`src/sv/rsvpe_pkg.sv`:
```
`timescale 1ns / 1ps
// ----------------------------------------------------------------------------
// rsvpe_pkg: shared definitions of the vandermonde parity encoder
// Field arithmetic over GF(2^8), register map and defaults, chain control.
// ----------------------------------------------------------------------------
package rsvpe_pkg;

   // low byte of the field polynomial x^8+x^4+x^3+x^2+1
   localparam logic [7:0] FIELD_POLY_LOW = 8'h1D;

   // sizing defaults for the top level parameters
   localparam int MAX_NATIVE_DEF = 32;
   localparam int MAX_PARITY_DEF = 8;

   // register widths and reset values
   localparam int NATIVE_W = 6;
   localparam int PARITY_W = 4;
   localparam logic [NATIVE_W-1:0] NATIVE_RESET = 6'd4;
   localparam logic [PARITY_W-1:0] PARITY_RESET = 4'd2;

   // register indexes on the control port (index = paddr[2])
   localparam logic REG_NATIVE_COUNT = 1'b0;
   localparam logic REG_PARITY_COUNT = 1'b1;

   // control that travels with each word along the cell chain
   typedef struct packed {
      logic valid;
      logic last;
   } ctl_type;

   // GF(2^8) product, shift and add over the eight bits of b
   function automatic logic [7:0] gf_mul(input logic [7:0] a, input logic [7:0] b);
      logic [7:0] x;
      logic [7:0] acc;
      x   = a;
      acc = '0;
      for (int k = 0; k < 8; k++) begin
         if (b[k]) begin
            acc = acc ^ x;
         end
         x = x[7] ? ({x[6:0], 1'b0} ^ FIELD_POLY_LOW) : {x[6:0], 1'b0};
      end
      return acc;
   endfunction

endpackage

```
`src/sv/rsvpe_cell.sv`:
```
`timescale 1ns / 1ps
// ----------------------------------------------------------------------------
// rsvpe_cell: one parity row of the encoder chain
// Holds the row accumulator, folds in d*coef for each passing word, hands the
// word on with coef*base, and drops the finished byte into the result slot.
// ----------------------------------------------------------------------------
module rsvpe_cell #(
   parameter int MAX_PARITY = rsvpe_pkg::MAX_PARITY_DEF,
   parameter int ROW        = 0
) (
   input  logic                         clock,
   input  logic                         reset,
   input  logic                         adv,
   input  rsvpe_pkg::ctl_type           in_ctl,
   input  logic [7:0]                   in_data,
   input  logic [7:0]                   in_base,
   input  logic [7:0]                   in_coef,
   input  logic [MAX_PARITY-1:0][7:0]   in_res,
   output rsvpe_pkg::ctl_type           out_ctl,
   output logic [7:0]                   out_data,
   output logic [7:0]                   out_base,
   output logic [7:0]                   out_coef,
   output logic [MAX_PARITY-1:0][7:0]   out_res
);

   rsvpe_pkg::ctl_type         ctl_ff;
   logic [7:0]                 acc_ff;
   logic [7:0]                 acc_in;
   logic [7:0]                 data_ff;
   logic [7:0]                 base_ff;
   logic [7:0]                 coef_ff;
   logic [7:0]                 coef_in;
   logic [MAX_PARITY-1:0][7:0] res_ff;
   logic [MAX_PARITY-1:0][7:0] res_in;
   logic [7:0]                 fin;

   // row update and next coefficient
   always_comb begin
      fin     = acc_ff ^ rsvpe_pkg::gf_mul(in_data, in_coef);
      acc_in  = in_ctl.last ? 8'h00 : fin;
      coef_in = rsvpe_pkg::gf_mul(in_coef, in_base);
      res_in      = in_res;
      res_in[ROW] = fin;
   end

   // control and accumulator
   always_ff @(posedge clock) begin
      if (reset) begin
         ctl_ff <= '0;
         acc_ff <= '0;
      end else if (adv) begin
         ctl_ff <= in_ctl;
         if (in_ctl.valid) begin
            acc_ff <= acc_in;
         end
      end
   end

   // word handed to the next cell
   always_ff @(posedge clock) begin
      if (adv && in_ctl.valid) begin
         data_ff <= in_data;
         base_ff <= in_base;
         coef_ff <= coef_in;
         res_ff  <= res_in;
      end
   end

   assign out_ctl  = ctl_ff;
   assign out_data = data_ff;
   assign out_base = base_ff;
   assign out_coef = coef_ff;
   assign out_res  = res_ff;

endmodule

```
`src/sv/rsvpe_out.sv`:
```
`timescale 1ns / 1ps
// ----------------------------------------------------------------------------
// rsvpe_out: parity output bank
// Takes the finished parity bytes of a position from the chain tail and sends
// them out row by row, flagging the last one.
// ----------------------------------------------------------------------------
module rsvpe_out #(
   parameter int MAX_PARITY = rsvpe_pkg::MAX_PARITY_DEF,
   parameter int ROW_W      = 3
) (
   input  logic                        clock,
   input  logic                        reset,
   input  logic                        load,
   input  logic [MAX_PARITY-1:0][7:0]  load_res,
   input  logic [ROW_W-1:0]            last_row,
   output logic                        bank_free,
   input  logic                        rsp_ready,
   output logic                        rsp_valid,
   output logic [7:0]                  rsp_parity_byte,
   output logic [2:0]                  rsp_parity_row,
   output logic                        rsp_last_of_run
);

   logic                       busy_ff;
   logic [ROW_W-1:0]           row_ff;
   logic [MAX_PARITY-1:0][7:0] bank_ff;
   logic                       fire;
   logic                       at_last;

   assign at_last   = (row_ff == last_row);
   assign fire      = busy_ff && rsp_ready;
   assign bank_free = !busy_ff || (fire && at_last);

   // bank state and row counter
   always_ff @(posedge clock) begin
      if (reset) begin
         busy_ff <= 1'b0;
         row_ff  <= '0;
      end else if (load) begin
         busy_ff <= 1'b1;
         row_ff  <= '0;
      end else if (fire) begin
         if (at_last) begin
            busy_ff <= 1'b0;
         end
         row_ff <= row_ff + ROW_W'(1);
      end
   end

   // bank shifts down one byte per word sent
   always_ff @(posedge clock) begin
      if (load) begin
         bank_ff <= load_res;
      end else if (fire) begin
         for (int j = 0; j < MAX_PARITY - 1; j++) begin
            bank_ff[j] <= bank_ff[j+1];
         end
      end
   end

   assign rsp_valid       = busy_ff;
   assign rsp_parity_byte = bank_ff[0];
   assign rsp_parity_row  = 3'(row_ff);
   assign rsp_last_of_run = at_last;

endmodule

```
`src/sv/rs_vandermonde_parity_encoder.sv`:
```
`timescale 1ns / 1ps
// ----------------------------------------------------------------------------
// rs_vandermonde_parity_encoder: GF(2^8) vandermonde erasure parity encoder
// Data bytes of one stripe position come in native block order on req_; after
// the last native byte the parity bytes of rows 0..parity_count-1 go out on
// rsp_, the last one flagged. Registers sit on the csr_ port: native_count at
// address 0, parity_count at address 4.
// Each parity row is a cell of a chain; while the chain is not stalled a word
// moves one cell per cycle, so one byte is accepted every cycle. A position's
// first parity byte is valid once it is loaded into the output bank, then one
// byte per cycle while rsp_ready is high. The output bank holds one position;
// while it drains, the chain keeps taking bytes, and it stalls (req_ready low)
// only when a finished position reaches the chain tail with the bank still
// full. Sustained rate is one byte per cycle as long as parity_count does not
// exceed native_count; otherwise it is set by the output at one parity byte a
// cycle. Reset empties chain and bank, clears all accumulators, the block
// position and loads the default counts (4 native, 2 parity).
// ----------------------------------------------------------------------------
module rs_vandermonde_parity_encoder #(
   parameter int MAX_NATIVE = rsvpe_pkg::MAX_NATIVE_DEF,
   parameter int MAX_PARITY = rsvpe_pkg::MAX_PARITY_DEF
) (
   input  logic        clock,
   input  logic        reset,
   input  logic        req_valid,
   output logic        req_ready,
   input  logic [7:0]  req_data_byte,
   output logic        rsp_valid,
   input  logic        rsp_ready,
   output logic [7:0]  rsp_parity_byte,
   output logic [2:0]  rsp_parity_row,
   output logic        rsp_last_of_run,
   input  logic        csr_psel,
   input  logic        csr_penable,
   input  logic        csr_pwrite,
   input  logic [2:0]  csr_paddr,
   input  logic [31:0] csr_pwdata,
   output logic [31:0] csr_prdata,
   output logic        csr_pready
);

   localparam int POS_W = (MAX_NATIVE > 1) ? $clog2(MAX_NATIVE) : 1;
   localparam int ROW_W = (MAX_PARITY > 1) ? $clog2(MAX_PARITY) : 1;
   localparam int CNT_W = 9;
   localparam int PCNT_W = 8;

   logic [rsvpe_pkg::NATIVE_W-1:0] native_count_ff;
   logic [rsvpe_pkg::PARITY_W-1:0] parity_count_ff;
   logic [POS_W-1:0]               pos_ff;
   logic [CNT_W-1:0]               n_raw;
   logic [CNT_W-1:0]               n_eff;
   logic [PCNT_W-1:0]              p_raw;
   logic [PCNT_W-1:0]              p_eff;
   logic                           end_pos;
   logic                           adv;
   logic                           accept;
   logic                           tail_done;
   logic                           bank_free;
   logic                           load;
   logic                           csr_write;

   rsvpe_pkg::ctl_type         chain_ctl  [MAX_PARITY+1];
   logic [7:0]                 chain_data [MAX_PARITY+1];
   logic [7:0]                 chain_base [MAX_PARITY+1];
   logic [7:0]                 chain_coef [MAX_PARITY+1];
   logic [MAX_PARITY-1:0][7:0] chain_res  [MAX_PARITY+1];

   // register port
   assign csr_pready = 1'b1;
   assign csr_write  = csr_psel && csr_penable && csr_pwrite;

   always_ff @(posedge clock) begin
      if (reset) begin
         native_count_ff <= rsvpe_pkg::NATIVE_RESET;
         parity_count_ff <= rsvpe_pkg::PARITY_RESET;
      end else if (csr_write) begin
         case (csr_paddr[2])
            rsvpe_pkg::REG_NATIVE_COUNT: begin
               native_count_ff <= csr_pwdata[rsvpe_pkg::NATIVE_W-1:0];
            end
            rsvpe_pkg::REG_PARITY_COUNT: begin
               parity_count_ff <= csr_pwdata[rsvpe_pkg::PARITY_W-1:0];
            end
            default: begin
            end
         endcase
      end
   end

   always_comb begin
      case (csr_paddr[2])
         rsvpe_pkg::REG_NATIVE_COUNT: csr_prdata = 32'(native_count_ff);
         rsvpe_pkg::REG_PARITY_COUNT: csr_prdata = 32'(parity_count_ff);
         default:                     csr_prdata = '0;
      endcase
   end

   // counts saturated into their usable ranges
   always_comb begin
      n_raw = CNT_W'(native_count_ff);
      if (n_raw == '0) begin
         n_eff = CNT_W'(1);
      end else if (n_raw > CNT_W'(MAX_NATIVE)) begin
         n_eff = CNT_W'(MAX_NATIVE);
      end else begin
         n_eff = n_raw;
      end
      p_raw = PCNT_W'(parity_count_ff);
      if (p_raw == '0) begin
         p_eff = PCNT_W'(1);
      end else if (p_raw > PCNT_W'(MAX_PARITY)) begin
         p_eff = PCNT_W'(MAX_PARITY);
      end else begin
         p_eff = p_raw;
      end
   end

   // chain stalls only when a finished position waits on a full bank
   assign tail_done = chain_ctl[MAX_PARITY].valid && chain_ctl[MAX_PARITY].last;
   assign adv       = !tail_done || bank_free;
   assign load      = tail_done && bank_free;
   assign req_ready = adv;
   assign accept    = req_valid && req_ready;
   assign end_pos   = (CNT_W'(pos_ff) + CNT_W'(1)) >= n_eff;

   // native block position
   always_ff @(posedge clock) begin
      if (reset) begin
         pos_ff <= '0;
      end else if (accept) begin
         pos_ff <= end_pos ? '0 : pos_ff + POS_W'(1);
      end
   end

   // word entering the first cell
   assign chain_ctl[0].valid = accept;
   assign chain_ctl[0].last  = end_pos;
   assign chain_data[0]      = req_data_byte;
   assign chain_base[0]      = 8'(CNT_W'(pos_ff) + CNT_W'(1));
   assign chain_coef[0]      = 8'h01;
   assign chain_res[0]       = '0;

   // one cell per parity row
   for (genvar i = 0; i < MAX_PARITY; i++) begin : g_cell
      rsvpe_cell #(
         .MAX_PARITY (MAX_PARITY),
         .ROW        (i)
      ) u_cell (
         .clock    (clock),
         .reset    (reset),
         .adv      (adv),
         .in_ctl   (chain_ctl[i]),
         .in_data  (chain_data[i]),
         .in_base  (chain_base[i]),
         .in_coef  (chain_coef[i]),
         .in_res   (chain_res[i]),
         .out_ctl  (chain_ctl[i+1]),
         .out_data (chain_data[i+1]),
         .out_base (chain_base[i+1]),
         .out_coef (chain_coef[i+1]),
         .out_res  (chain_res[i+1])
      );
   end

   // output bank
   rsvpe_out #(
      .MAX_PARITY (MAX_PARITY),
      .ROW_W      (ROW_W)
   ) u_out (
      .clock           (clock),
      .reset           (reset),
      .load            (load),
      .load_res        (chain_res[MAX_PARITY]),
      .last_row        (ROW_W'(p_eff - PCNT_W'(1))),
      .bank_free       (bank_free),
      .rsp_ready       (rsp_ready),
      .rsp_valid       (rsp_valid),
      .rsp_parity_byte (rsp_parity_byte),
      .rsp_parity_row  (rsp_parity_row),
      .rsp_last_of_run (rsp_last_of_run)
   );

   // input stalls only behind a full output bank
   a_stall_needs_bank: assert property (@(posedge clock) disable iff (reset)
      !req_ready |-> rsp_valid && tail_done)
      else $error("input stalled with no parity pending");

   // every position starts at row zero
   a_first_row: assert property (@(posedge clock) disable iff (reset)
      load |=> rsp_valid && rsp_parity_row == 3'd0)
      else $error("parity run does not start at row zero");

   // bank empties after its last word unless refilled
   a_bank_drain: assert property (@(posedge clock) disable iff (reset)
      rsp_valid && rsp_ready && rsp_last_of_run && !load |=> !rsp_valid)
      else $error("parity bank not released after last word");

   // block position stays inside the stripe
   a_pos_range: assert property (@(posedge clock) disable iff (reset)
      CNT_W'(pos_ff) < CNT_W'(MAX_NATIVE))
      else $error("native position out of range");

   // a stalled finished position stays at the tail
   a_tail_hold: assert property (@(posedge clock) disable iff (reset)
      tail_done && !adv |=> tail_done)
      else $error("finished position lost at chain tail");

endmodule
```
`config.mk`:
```
export PLATFORM = sky130hd
export DESIGN_NAME = rs_vandermonde_parity_encoder
export DESIGN_NICKNAME = d
export VERILOG_FILES = /design/src/sv/rsvpe_pkg.sv /design/src/sv/rsvpe_cell.sv /design/src/sv/rsvpe_out.sv /design/src/sv/rs_vandermonde_parity_encoder.sv
export SDC_FILE = /design/constraint.sdc
export NUM_CORES = 1
export LEC_CHECK = 0
export ABC_AREA = 1
export BUFFER_PORTS_ARGS = -buffer_cell sky130_fd_sc_hd__buf_2
export CORE_ASPECT_RATIO = 0.75
export CORE_MARGIN = 1.5
export CORE_UTILIZATION = 57
export CTS_BUF_LIST = sky130_fd_sc_hd__clkbuf_4 sky130_fd_sc_hd__clkbuf_8 sky130_fd_sc_hd__clkbuf_16
export CTS_CLUSTER_DIAMETER = 150
export CTS_CLUSTER_SIZE = 30
export DETAILED_ROUTE_END_ITERATION = 16
export HOLD_SLACK_MARGIN = 0.02
export PLACE_DENSITY_LB_ADDON = 0.12
export RECOVER_POWER = 100
export SYNTH_ARGS = -nofsm -noshare
export SYNTH_HDL_FRONTEND = slang
export SYNTH_SLANG_ARGS = --single-unit
```
`constraint.sdc`:
```
create_clock -name clock -period 5.1 [get_ports clock]
set_clock_uncertainty 0.05 [all_clocks]
set_input_delay 1.53 -clock clock [delete_from_list [all_inputs] [get_ports clock]]
set_output_delay 1.53 -clock clock [all_outputs]
set_load 0.03 [all_outputs]
```
# Word level (Yosys, flattened, before mapping)
# Cells that the tools add are included.
[op_classes] n_addsub=4 magnitude_cmp=3 n_eq_ne=1 muxes=222 bitwise_logic=198 reduce_logical=35
[ops] operator="$mux W8" count=113
[ops] operator="$xor A8 B8 Y8" count=99
[ops] operator="$mux W5" count=93
[ops] operator="$not A4 Y4" count=91
[ops] operator="$mux W56" count=2
[ops] operator="$pmux W32 S2" count=1
[ops] operator="$reduce_and A2 Y1" count=11
[ops] operator="$mux W6" count=3
[ops] operator="$logic_and A1 B1 Y1" count=15
[ops] operator="$ge A9 B9 Y1" count=1
[ops] operator="$mux W3" count=3
[ops] operator="$mux W7" count=1
[ops] operator="$not A1 Y1 const A" count=7
[ops] operator="$add A5 B1 Y6 const B" count=1
[ops] operator="$gt A6 B6 Y1 const B" count=1
[ops] operator="$logic_not A6 Y1" count=1
[ops] operator="$add A5 B1 Y5 const B" count=1
[ops] operator="$gt A4 B4 Y1 const B" count=1
[ops] operator="$logic_not A4 Y1" count=1
[ops] operator="$mux W1" count=4
[ops] operator="$mux W4" count=1
[ops] operator="$reduce_bool A2 Y1" count=2
[ops] operator="$add A3 B1 Y3 const B" count=1
[ops] operator="$eq A3 B3 Y1" count=1
[ops] operator="6 further kinds" count=8
[totals] ff_bits=611 input_bits=50 wordCells=556

# Depth between registers and ports, before layout
# Gate-level depths: netlist of the first run.
[logic_depth] depth_word=18 ltp_mapped=20

# Hierarchy
# A second synthesis of the first run with hierarchy kept.
[hier_totals] hier_cells=5995 hier_area_um2=51908.5
[modules_own_cells] mod="rsvpe_cell at g_cell[1].u_cell ..." instances=7 cells_per_inst=693 area_each_um2=5982.0
[modules_own_cells] mod="rsvpe_cell at g_cell[0].u_cell" instances=1 cells_per_inst=693 area_each_um2=5972.0
[modules_own_cells] mod="rsvpe_out" instances=1 cells_per_inst=287 area_each_um2=2926.6
[modules_own_cells] mod="rs_vandermonde_parity_encoder" instances=1 cells_per_inst=164 area_each_um2=1136.1

# Worst setup path before layout of the first run
# OpenSTA, ideal clock, no wires.
[synth_timing] kind="register to register" start="register u_out.busy_ff, in the netlist u_out.rsp_valid" end="register u_out.bank_ff[10] (netlist name) (enable)" setup_time_ps=547 arrival_time_ps=4491 t_required_ps=4503 slack_ps=12 path_stages_with_launch=2 n_path_buf=0 period_less_slack_ps=5088 path_cell_list="dfxtp_1 o21ai_0"
[synth_via] elab_chain_cells=5 elab_cells_between_ends=6
[synth_lines] item="start, declared" line_no="rsvpe_out.sv:24" rtl="logic busy_ff;"
[synth_lines] item="start signal, assigned" line_no="rsvpe_out.sv:37" rtl="busy_ff <= 1'b0;"
[synth_lines] item="start signal, assigned" line_no="rsvpe_out.sv:40" rtl="busy_ff <= 1'b1;"
[synth_lines] item="start signal, assigned" line_no="rsvpe_out.sv:44" rtl="busy_ff <= 1'b0;"
[synth_lines] item="$logic_and A1 B1 Y1" line_no="rsvpe_out.sv:31" rtl="assign fire = busy_ff && rsp_ready;"
[synth_lines] item="$logic_and A1 B1 Y1" line_no="rsvpe_out.sv:32" rtl="assign bank_free = !busy_ff || (fire && at_last);"
[synth_lines] item="$logic_or A1 B1 Y1" line_no="rsvpe_out.sv:32"
[synth_lines] item="$logic_and A1 B1 Y1" line_no="rs_vandermonde_parity_encoder.sv:121" rtl="assign load = tail_done && bank_free;"
[synth_lines] item="$reduce_bool A2 Y1 (no line) *"
[synth_lines] item="end signal, assigned" line_no="rsvpe_out.sv:53" rtl="bank_ff <= load_res;"
[synth_lines] item="end signal, assigned by index" line_no="rsvpe_out.sv:56" rtl="bank_ff[j] <= bank_ff[j+1];"
[synth_lines] item="end, declared" line_no="rsvpe_out.sv:26" rtl="logic [MAX_PARITY-1:0][7:0] bank_ff;"
# Mark *: on every way between the ends. The rest lies on a longest branch, timed or not.
# A chain may end at the register's enable or synchronous reset.

# Final worst setup path of the first run
[layout_timing] start="register parity_count_ff[1] (netlist name)" end="output port req_ready"
[layout_via] elab_chain_cells=8 elab_cells_between_ends=9
[layout_lines] item="start, declared" line_no="rs_vandermonde_parity_encoder.sv:48" rtl="logic [rsvpe_pkg::PARITY_W-1:0] parity_count_ff;"
[layout_lines] item="start signal, assigned" line_no="rs_vandermonde_parity_encoder.sv:75" rtl="parity_count_ff <= rsvpe_pkg::PARITY_RESET;"
[layout_lines] item="start signal, assigned" line_no="rs_vandermonde_parity_encoder.sv:82" rtl="parity_count_ff <= csr_pwdata[rsvpe_pkg::PARITY_W-1:0];"
[layout_lines] item="$gt A4 B4 Y1" line_no="rs_vandermonde_parity_encoder.sv:111" rtl="end else if (p_raw > PCNT_W'(MAX_PARITY)) begin"
[layout_lines] item="$mux W3" line_no="rs_vandermonde_parity_encoder.sv:111"
[layout_lines] item="$mux W3 *" line_no="rs_vandermonde_parity_encoder.sv:109" rtl="if (p_raw == '0) begin"
[layout_lines] item="$sub A3 B1 Y3 *" line_no="rs_vandermonde_parity_encoder.sv:174" rtl=".last_row (ROW_W'(p_eff - PCNT_W'(1))),"
[layout_lines] item="$eq A3 B3 Y1 *" line_no="rsvpe_out.sv:30" rtl="assign at_last = (row_ff == last_row);"
[layout_lines] item="$logic_and A1 B1 Y1 *" line_no="rsvpe_out.sv:32"
[layout_lines] item="$logic_or A1 B1 Y1 *" line_no="rsvpe_out.sv:32"
[layout_lines] item="$logic_or A1 B1 Y1 *" line_no="rs_vandermonde_parity_encoder.sv:120" rtl="assign adv = !tail_done || bank_free;"
[layout_lines] item="end, declared" line_no="rs_vandermonde_parity_encoder.sv:26" rtl="output logic req_ready,"
# Marked as above.

==> results of run 1 <==
[critical path: cells and delay by family, from the launching register on]
kind                       cells  cell delay (ns)
AOI/OAI and AO/OA              1             0.28
xor gates and xnor gates       2             0.34
adders and majority gates      1             0.22
buffers and inverters          2             0.44
DFF                            1             0.42
and+or+nand+nor                4             0.53
[registers in the layout (all words and copies together) (netlist names)]
register                count
pos_ff                      5
g_cell.u_cell.out_ctl      16
g_cell.u_cell.out_data     56
g_cell.u_cell.out_res     288
g_cell.u_cell.out_coef     48
parity_count_ff             4
u_out.bank_ff              56
u_out.rsp_parity_row        3
native_count_ff             6
u_out.rsp_parity_byte       8
g_cell.u_cell.acc_ff       64
u_out.rsp_valid             1
g_cell.u_cell.out_base     36
[per-layer routing]
layer	track usage	vias up
met5	0	-
met1	0.360	10400
met3	0.0285	56
met4	0.0361	0
met2	0.343	482
li1	-	11800
[where the power goes]
part | leakage, nW | internal (mW) | switching [mW]
registers | 5.28 | 5.34 | 0.131
clock network | 0.368 | 0.965 | 1.40
logic | 8.83 | 0.399 | 0.641
[per-stage QoR]
step / std cells / worst slack [ns] / power [mW] / cell area, µm²
after global placement: 4489 / 1.02 / 6.60 / 34100
after global routing: 4530 / 0.480 / 9.23 / 34500
after floorplan: 3819 / 0.0123 / 6.40 / 33700
final: 4530 / 0.719 / 8.88 / 34500
after CTS: 4530 / 0.954 / 8.95 / 34800
after detailed placement: 4489 / 1.00 / 6.62 / 34100
[cell usage in the layout, fill, tap and decap left out, types with 6 or more instances in the layout]
| master | Yosys | layout |
|---|---|---|
| nor2_1 | 208 | 210 |
| a22oi_1 | 6 | 6 |
| clkinv_1 | 5 | 7 |
| nand2_4 | 23 | 18 |
| nor2_2 | 13 | 12 |
| dfxtp_1 | 99 | 99 |
| clkbuf_4 | 0 | 18 |
| a21oi_1 | 98 | 103 |
| nand2_1 | 1314 | 1335 |
| and2_1 | 17 | 8 |
| nand3_1 | 212 | 212 |
| ha_1 | 11 | 11 |
| clkbuf_1 | 35 | 32 |
| clkbuf_2 | 1 | 6 |
| o21ai_0 | 44 | 44 |
| and2_0 | 0 | 9 |
| inv_2 | 29 | 18 |
| nand3b_1 | 18 | 18 |
| inv_1 | 301 | 310 |
| xnor2_1 | 236 | 237 |
| edfxtp_1 | 492 | 492 |
| nand2_2 | 58 | 43 |
| nand4_1 | 20 | 20 |
| buf_2 | 57 | 11 |
| xor2_1 | 342 | 345 |
| clkbuf_16 | 0 | 23 |
| or2_1 | 13 | 13 |
| conb_1 | 2 | 29 |
[path summary, 6_finish.rpt]
| check | to | slack, ns | depth (start not counted) |
|---|---|---|---|
| worst max-delay path | req_ready | 0.72 | 10 |
| worst min-delay path | g_cell[7].u_cell.out_res[7] | 0.37 | 0 |
| worst max register to register | g_cell[5].u_cell.out_res[13] | 0.80 | 13 |
| worst min register to register | g_cell[7].u_cell.out_res[7] | 0.37 | 0 |
[cells by family after synthesis]
kind of cell / share of synthesized area
AOI/OAI and AO/OA: 0.0282
xor gates and xnor gates: 0.158
and+or+nand+nor: 0.243
DFF: 0.498
buffers and inverters: 0.0684
other: 0.000223
adders and majority gates: 0.00409
[final cells by class]
type | instances | area (µm²) | share of cell area
Timing Repair Buffer | 53 | 260 | 0.00754
Multi-Input combinational cell | 2723 | 14500 | 0.420
Clock inverter | 1 | 11.3 | 0.000326
Clock buffer | 40 | 703 | 0.0204
Tap cell | 780 | 976 | 0.0283
Inverter | 342 | 1310 | 0.0378
Sequential cell | 591 | 16800 | 0.486
==> summary.md, run 1 <==
| Metric | Value |
|---|---|
| Run status | `finished with violations` |
| Failing checks | `max-capacitance violations, max-slew violations` |
| Maximum number of pins on one net before global-route repair | `65` |
| Leakage component of the power | `roughly 14 nW` |
| Count of H-tree levels built during CTS | `1` |
| # Post-CTS Setup Buffers | `0` |
| Antenna-violating nets left | `0` |
| Number of filler instances in the final layout | `5142` |
| Critical path data required time | `around 3.5 ns` |
| Mean instance size in the synthesized netlist | `about 8.9 µm²` |
| Die X | `283 µm` |
| Final-report setup violation count | `0` |
| Wire length of the first global-routing pass | `110000 µm` |
| Max IR drop VDD | `about 0.21 mV` |
| Crit-path cells | `nor2_1, o21ai_0, ha_1, xor2_1, xor2_1, nand3_1, inv_1, nand2_1, nand3_4, clkbuf_1` |
| Most frequent cell on the critical path | `xor2_1` |
| Final worst path period share | `0.859` |
| Core Footprint | `around 0.058 mm²` |
| Skew-Pair Late Insertion Delay | `around 0.58 ns` |
| Post-Route M1 WL | `35500 µm` |
| FF-to-FF Start | `parity_count_ff[1]` |
| Most area-hungry cell type in the Yosys netlist | `edfxtp_1` |
| Initial detailed-routing violation count | `around 1900` |
| Number of register bits inferred by synthesis | `just under 600` |
| Clk slew on worst S/H paths | `about 0.13 ns` |
| Final GP Congestion | `0.904` |
| Antenna diode instance count | `0` |
| Most frequent cells after synthesis | `1314 x nand2_1, 492 x edfxtp_1, 342 x xor2_1` |
| Register area share after synthesis | `0.498` |
| Total of buffers placed on input and output ports | `~40` |
| DR WL met3 | `3950 µm` |
| Length of the first detailed-routing pass in iterations | `5` |
| Endpoint type of the worst setup path | `primary output` |
| Max-slew violation count | `170` |
| Number of clock sinks | `between 500 and 600` |
| Number of gates resized after CTS | `0` |
| Maximum Capacitance Violations | `4` |
| Number of nets in the final layout | `roughly 3800` |
| Power density over the cells | `between 200 and 300 mW/mm²` |
| Drt drc | `0` |
| Path category of the worst min-delay check | `reg2reg` |
| Post-synth top area share | `0.439` |
| Yosys Warn Count | `0` |
| Setup crit start | `parity_count_ff[1]` |
| Initial antenna violation count | `0` |
| Number of vias per cell after detailed routing | `5.01` |
| Slowest stage delay, CP | `~0.42 ns` |
| Total vias in the final route | `22700` |
| Most repeated cell in the gate-level netlist after synthesis | `nand2_1` |
| Number of global-route vias before repair | `~20000` |
| GRT Residual Overflow | `0` |
| WL per Instance | `between 15 and 20 µm` |
| Number of top-level pins | `between 90 and 100` |
| Top metal layer carrying routed signals | `met4` |
| Cell with the largest stage delay on the worst path | `dfxtp_1` |
| Final hold violations | `0` |
| CTS Buf Count | `23` |
| Maximum fanout encountered on the critical timing path | `19` |
| Worst hold margin | `0.367 ns` |
| Top achievable clock speed | `between 200 and 250 MHz` |
| Arrival time of data at the critical path endpoint | `between 2 and 3 ns` |
| Row count | `76` |
| Synthesized cell area | `roughly 0.034 mm²` |
| TNS Setup | `0 ns` |
| Total Die Area | `approximately 0.060 mm²` |
| Buffer type at the clock tree root | `clkbuf_16` |
| Cell types occupying the most area after synthesis | `edfxtp_1 44%, nand2_1 15%, xor2_1 8.9%` |
| Relative slew slack | `-0.642` |
| Slew at the pin closest to its max-slew limit | `approximately 2.4 ns` |
| Total met2 wirelength after detailed routing | `29500 µm` |
| Effective utilization at floorplan | `0.582` |
| Clock tree from TritonCTS | `yes` |
| Synthesized instance count | `~3800` |
| Die height | `about 210 µm` |
| Fraction of layout instances using a drive strength above 1 | `0.0485` |
| Unrepaired setup endpoints after global routing | `false` |
| Critical path launch point type | `flop` |
| Async set or reset register ratio after synthesis | `0` |
| Type of the setup path with the least slack | `reg2out` |
| Most used DFF post-synth | `edfxtp_1` |
| Hold Startpoint | `g_cell[6].u_cell.out_res[7]` |
| Bufs on Longest Clock Path | `3` |
| Synth unique cells | `54` |
| Hold-fix buffers, CTS | `0` |
| Detailed-route wire length | `69700 µm` |
| Area overhead of the layout relative to synthesis | `2.65%` |
| Number of enable flip-flop cells after synthesis | `between 400 and 500` |
| Final core area utilization | `0.597` |
| HPWL reported at the end of detailed placement | `50300 µm` |
| Overall track demand over capacity in global routing | `0.229` |
| Min Tclk post-route | `about 4.4 ns` |
Power figures use the tool's default switching activity.
==> inputs of run 2 (changes only) <==
--- a/config.mk
+++ b/config.mk
@@ -9,7 +9,7 @@
 export BUFFER_PORTS_ARGS = -buffer_cell sky130_fd_sc_hd__buf_2
 export CORE_ASPECT_RATIO = 0.75
 export CORE_MARGIN = 1.5
-export CORE_UTILIZATION = 57
+export CORE_UTILIZATION = 31
 export CTS_BUF_LIST = sky130_fd_sc_hd__clkbuf_4 sky130_fd_sc_hd__clkbuf_8 sky130_fd_sc_hd__clkbuf_16
 export CTS_CLUSTER_DIAMETER = 150
 export CTS_CLUSTER_SIZE = 30
==> run 2 against run 1 <==
Compared with the run above:
- the flow still finishes with violations (max-capacitance violations, max-slew violations)
- wire length grew 19%
- critical path depth is the same
- count of clock-buffer cells in the layout is the same
- combinational power is essentially flat
- largest cell class unchanged
- highest routed layer unchanged
==> summary.md, run 2 (synthesis gave the netlist of run 1 again) <==
| Metric | Value |
|---|---|
| Run status | `finished with violations` |
| Failing checks | `max-capacitance violations, max-slew violations` |
| Power density over the cells | `256 mW/mm² (-0.64%)` |
| Overall track demand over capacity in global routing | `0.149 (-0.0794)` |
| Antenna-violating nets left | `0 (unchanged)` |
| Path category of the worst min-delay check | `reg2reg` |
| Number of global-route vias before repair | `21100 (+4.9%)` |
| Final GP Congestion | `0.821 (-9.1%)` |
| Cell with the largest stage delay on the worst path | `dfxtp_1` |
| Wire length of the first global-routing pass | `129000 µm (+17%)` |
| Number of clock sinks | `591 (unchanged)` |
| Area overhead of the layout relative to synthesis | `5.32%` |
| Max-slew violation count | `173 (+1.8%)` |
| Row count | `104 (+37%)` |
| Leakage component of the power | `14.5 nW (+0.16%)` |
| Total of buffers placed on input and output ports | `41 (unchanged)` |
| Maximum fanout encountered on the critical timing path | `10 (-9)` |
| Total Die Area | `0.110 mm² (+83%)` |
| Die X | `383 µm (+35%)` |
| Number of gates resized after CTS | `0 (unchanged)` |
| Type of the setup path with the least slack | `reg2out` |
| Clock tree from TritonCTS | `yes` |
| Maximum Capacitance Violations | `3 (-1)` |
| TNS Setup | `0 ns (unchanged)` |
| Hold Startpoint | `g_cell[4].u_cell.out_res[30]` |
| HPWL reported at the end of detailed placement | `60100 µm (+20%)` |
| Count of H-tree levels built during CTS | `1 (unchanged)` |
| Unrepaired setup endpoints after global routing | `false` |
| Flip-flop count of the largest register, all copies and words added | `288 (unchanged)` |
| CP delay by family, top | `simple AND/OR/NAND/NOR gates` |
| Critical path launch point type | `flop` |
| Detailed-route wire length | `82900 µm (+19%)` |
| WL per Instance | `16.0 µm (+3.8%)` |
| Min Tclk post-route | `4.32 ns (-0.0594 ns)` |
| Bufs on Longest Clock Path | `3 (unchanged)` |
| Number of top-level pins | `97 (unchanged)` |
| Most frequent cell on the critical path | `xor2_1` |
| Arrival time of data at the critical path endpoint | `2.74 ns (-0.06 ns)` |
| Final cell area excluding filler cells | `0.0354 mm² (+2.6%)` |
| Initial antenna violation count | `2 (+2)` |
| Core Footprint | `0.107 mm² (+86%)` |
| Total vias in the final route | `22400 (-1.3%)` |
| GRT Residual Overflow | `0 (unchanged)` |
| Buffer type at the clock tree root | `clkbuf_16` |
| Initial detailed-routing violation count | `1412 (-27%)` |
| Placed Area | `0.0350 mm² (+2.7%)` |
| Length of the first detailed-routing pass in iterations | `5 (unchanged)` |
| Setup crit start | `parity_count_ff[1]` |
| Endpoint type of the worst setup path | `primary output` |
| # Post-CTS Setup Buffers | `0 (unchanged)` |
| Clk slew on worst S/H paths | `0.11 ns (-0.02 ns)` |
| Final-report setup violation count | `0 (unchanged)` |
| Skew-Pair Late Insertion Delay | `0.63 ns (+0.05 ns)` |
| Critical path data required time | `3.52 ns (about the same)` |
| Final worst path period share | `0.847 (-0.0116)` |
| Most common cell after layout, fill and taps aside | `nand2_1` |
| Crit-path cells | `nor2_1, o21ai_0, ha_1, xor2_1, xor2_1, nand3_1, inv_1, nand2_1, nand3_4, clkbuf_1` |
| Count of placed standard cells including taps | `5150 (+15%)` |
| Number of nets in the final layout | `3805 (+0.26%)` |
| Maximum number of pins on one net before global-route repair | `63 (-3.1%)` |
| Hold-fix buffers, CTS | `0 (unchanged)` |
| Die height | `288 µm (+35%)` |
| Slew at the pin closest to its max-slew limit | `1.81 ns (-0.635 ns)` |
| Fin cells | `5193 (+15%)` |
| FF-to-FF Start | `parity_count_ff[1]` |
| Final hold violations | `0 (unchanged)` |
| CTS Buf Count | `23 (unchanged)` |
| Fraction of layout instances using a drive strength above 1 | `0.0503 (+0.00172)` |
| Number of filler instances in the final layout | `11200 (+120%)` |
| Drt drc | `0 (unchanged)` |
| Slowest stage delay, CP | `0.41 ns (about the same)` |
| Max IR drop VDD | `0.180 mV (-15%)` |
| Relative slew slack | `-0.208 (+0.434)` |
| Count of buffering cells on the critical path with inverters included | `2 (unchanged)` |
| Final core area utilization | `0.330 (-0.267)` |
| Top achievable clock speed | `231 MHz (+1.4%)` |
| Number of vias per cell after detailed routing | `4.32 (-14%)` |
| Commonest cells after routing, fill and taps aside | `1336 x nand2_1, 492 x edfxtp_1, 343 x xor2_1, 304 x inv_1, 238 x xnor2_1` |
| Effective utilization at floorplan | `0.313 (-0.268)` |
-- run 2: cell types whose count changed in the layout (fill, tap and decap cells not counted), moves of 4 or more --
cell	previous run	this run
clkbuf_1	32	39
nor2_1	210	215
inv_2	18	23
buf_4	1	5
nor2_2	12	8
inv_1	310	304
-- run 2: final timing paths --
check / endpoint / slack (ns) / cells past startpoint
setup / recovery: req_ready / 0.78 / 10
hold / removal: g_cell[5].u_cell.out_res[30] / 0.35 / 0
setup reg to reg: g_cell[6].u_cell.out_res[37] / 0.83 / 13
hold reg to reg: g_cell[5].u_cell.out_res[30] / 0.35 / 0
-- run 2: layout make-up --
type / count / area [µm²] / share of cell area
repair buffers: 63 / 309 / 0.00873
multi-input cells: 2723 / 14500 / 0.410
clock buffers: 40 / 703 / 0.0199
flip-flops and latches: 591 / 16800 / 0.473
diodes: 1 / 2.50 / 0.0000707
well taps: 1431 / 1790 / 0.0506
clock inverters: 2 / 20.0 / 0.000565
inverters: 342 / 1310 / 0.0369
-- run 2: per-stage QoR --
| stage | power (mW) | hold slack [ns] | setup WS [ns] |
|---|---|---|---|
| 6_report | 9.05 | 0.350 | 0.779 |
| 5_1_grt | 9.47 | 0.366 | 0.417 |
| 4_1_cts | 9.19 | 0.357 | 0.985 |
| 3_5_place_dp | 6.67 | 0.355 | 1.25 |
| 3_3_place_gp | 6.67 | 0.350 | 1.26 |
| 2_1_floorplan | 6.40 | 0.350 | 0.0123 |
-- run 2: per-layer routing --
| layer | routed length (µm) | share of wire | vias to the layer above | GRT usage |
|---|---|---|---|---|
| li1 | - | - | 11800 | - |
| met1 | 46000 | 0.55 | 10400 | 0.243 |
| met2 | 33600 | 0.40 | 233 | 0.215 |
| met3 | 2270 | 0.027 | 45 | 0.0135 |
| met4 | 1080 | 0.013 | 0 | 0.0198 |
| met5 | 0 | 0 | - | 0 |
-- run 2: where the power goes --
part           leakage, nW  internal [mW]  switching [mW]
Combinational         8.85          0.400           0.673
Clock                0.372          0.969            1.53
Sequential            5.28           5.34           0.137
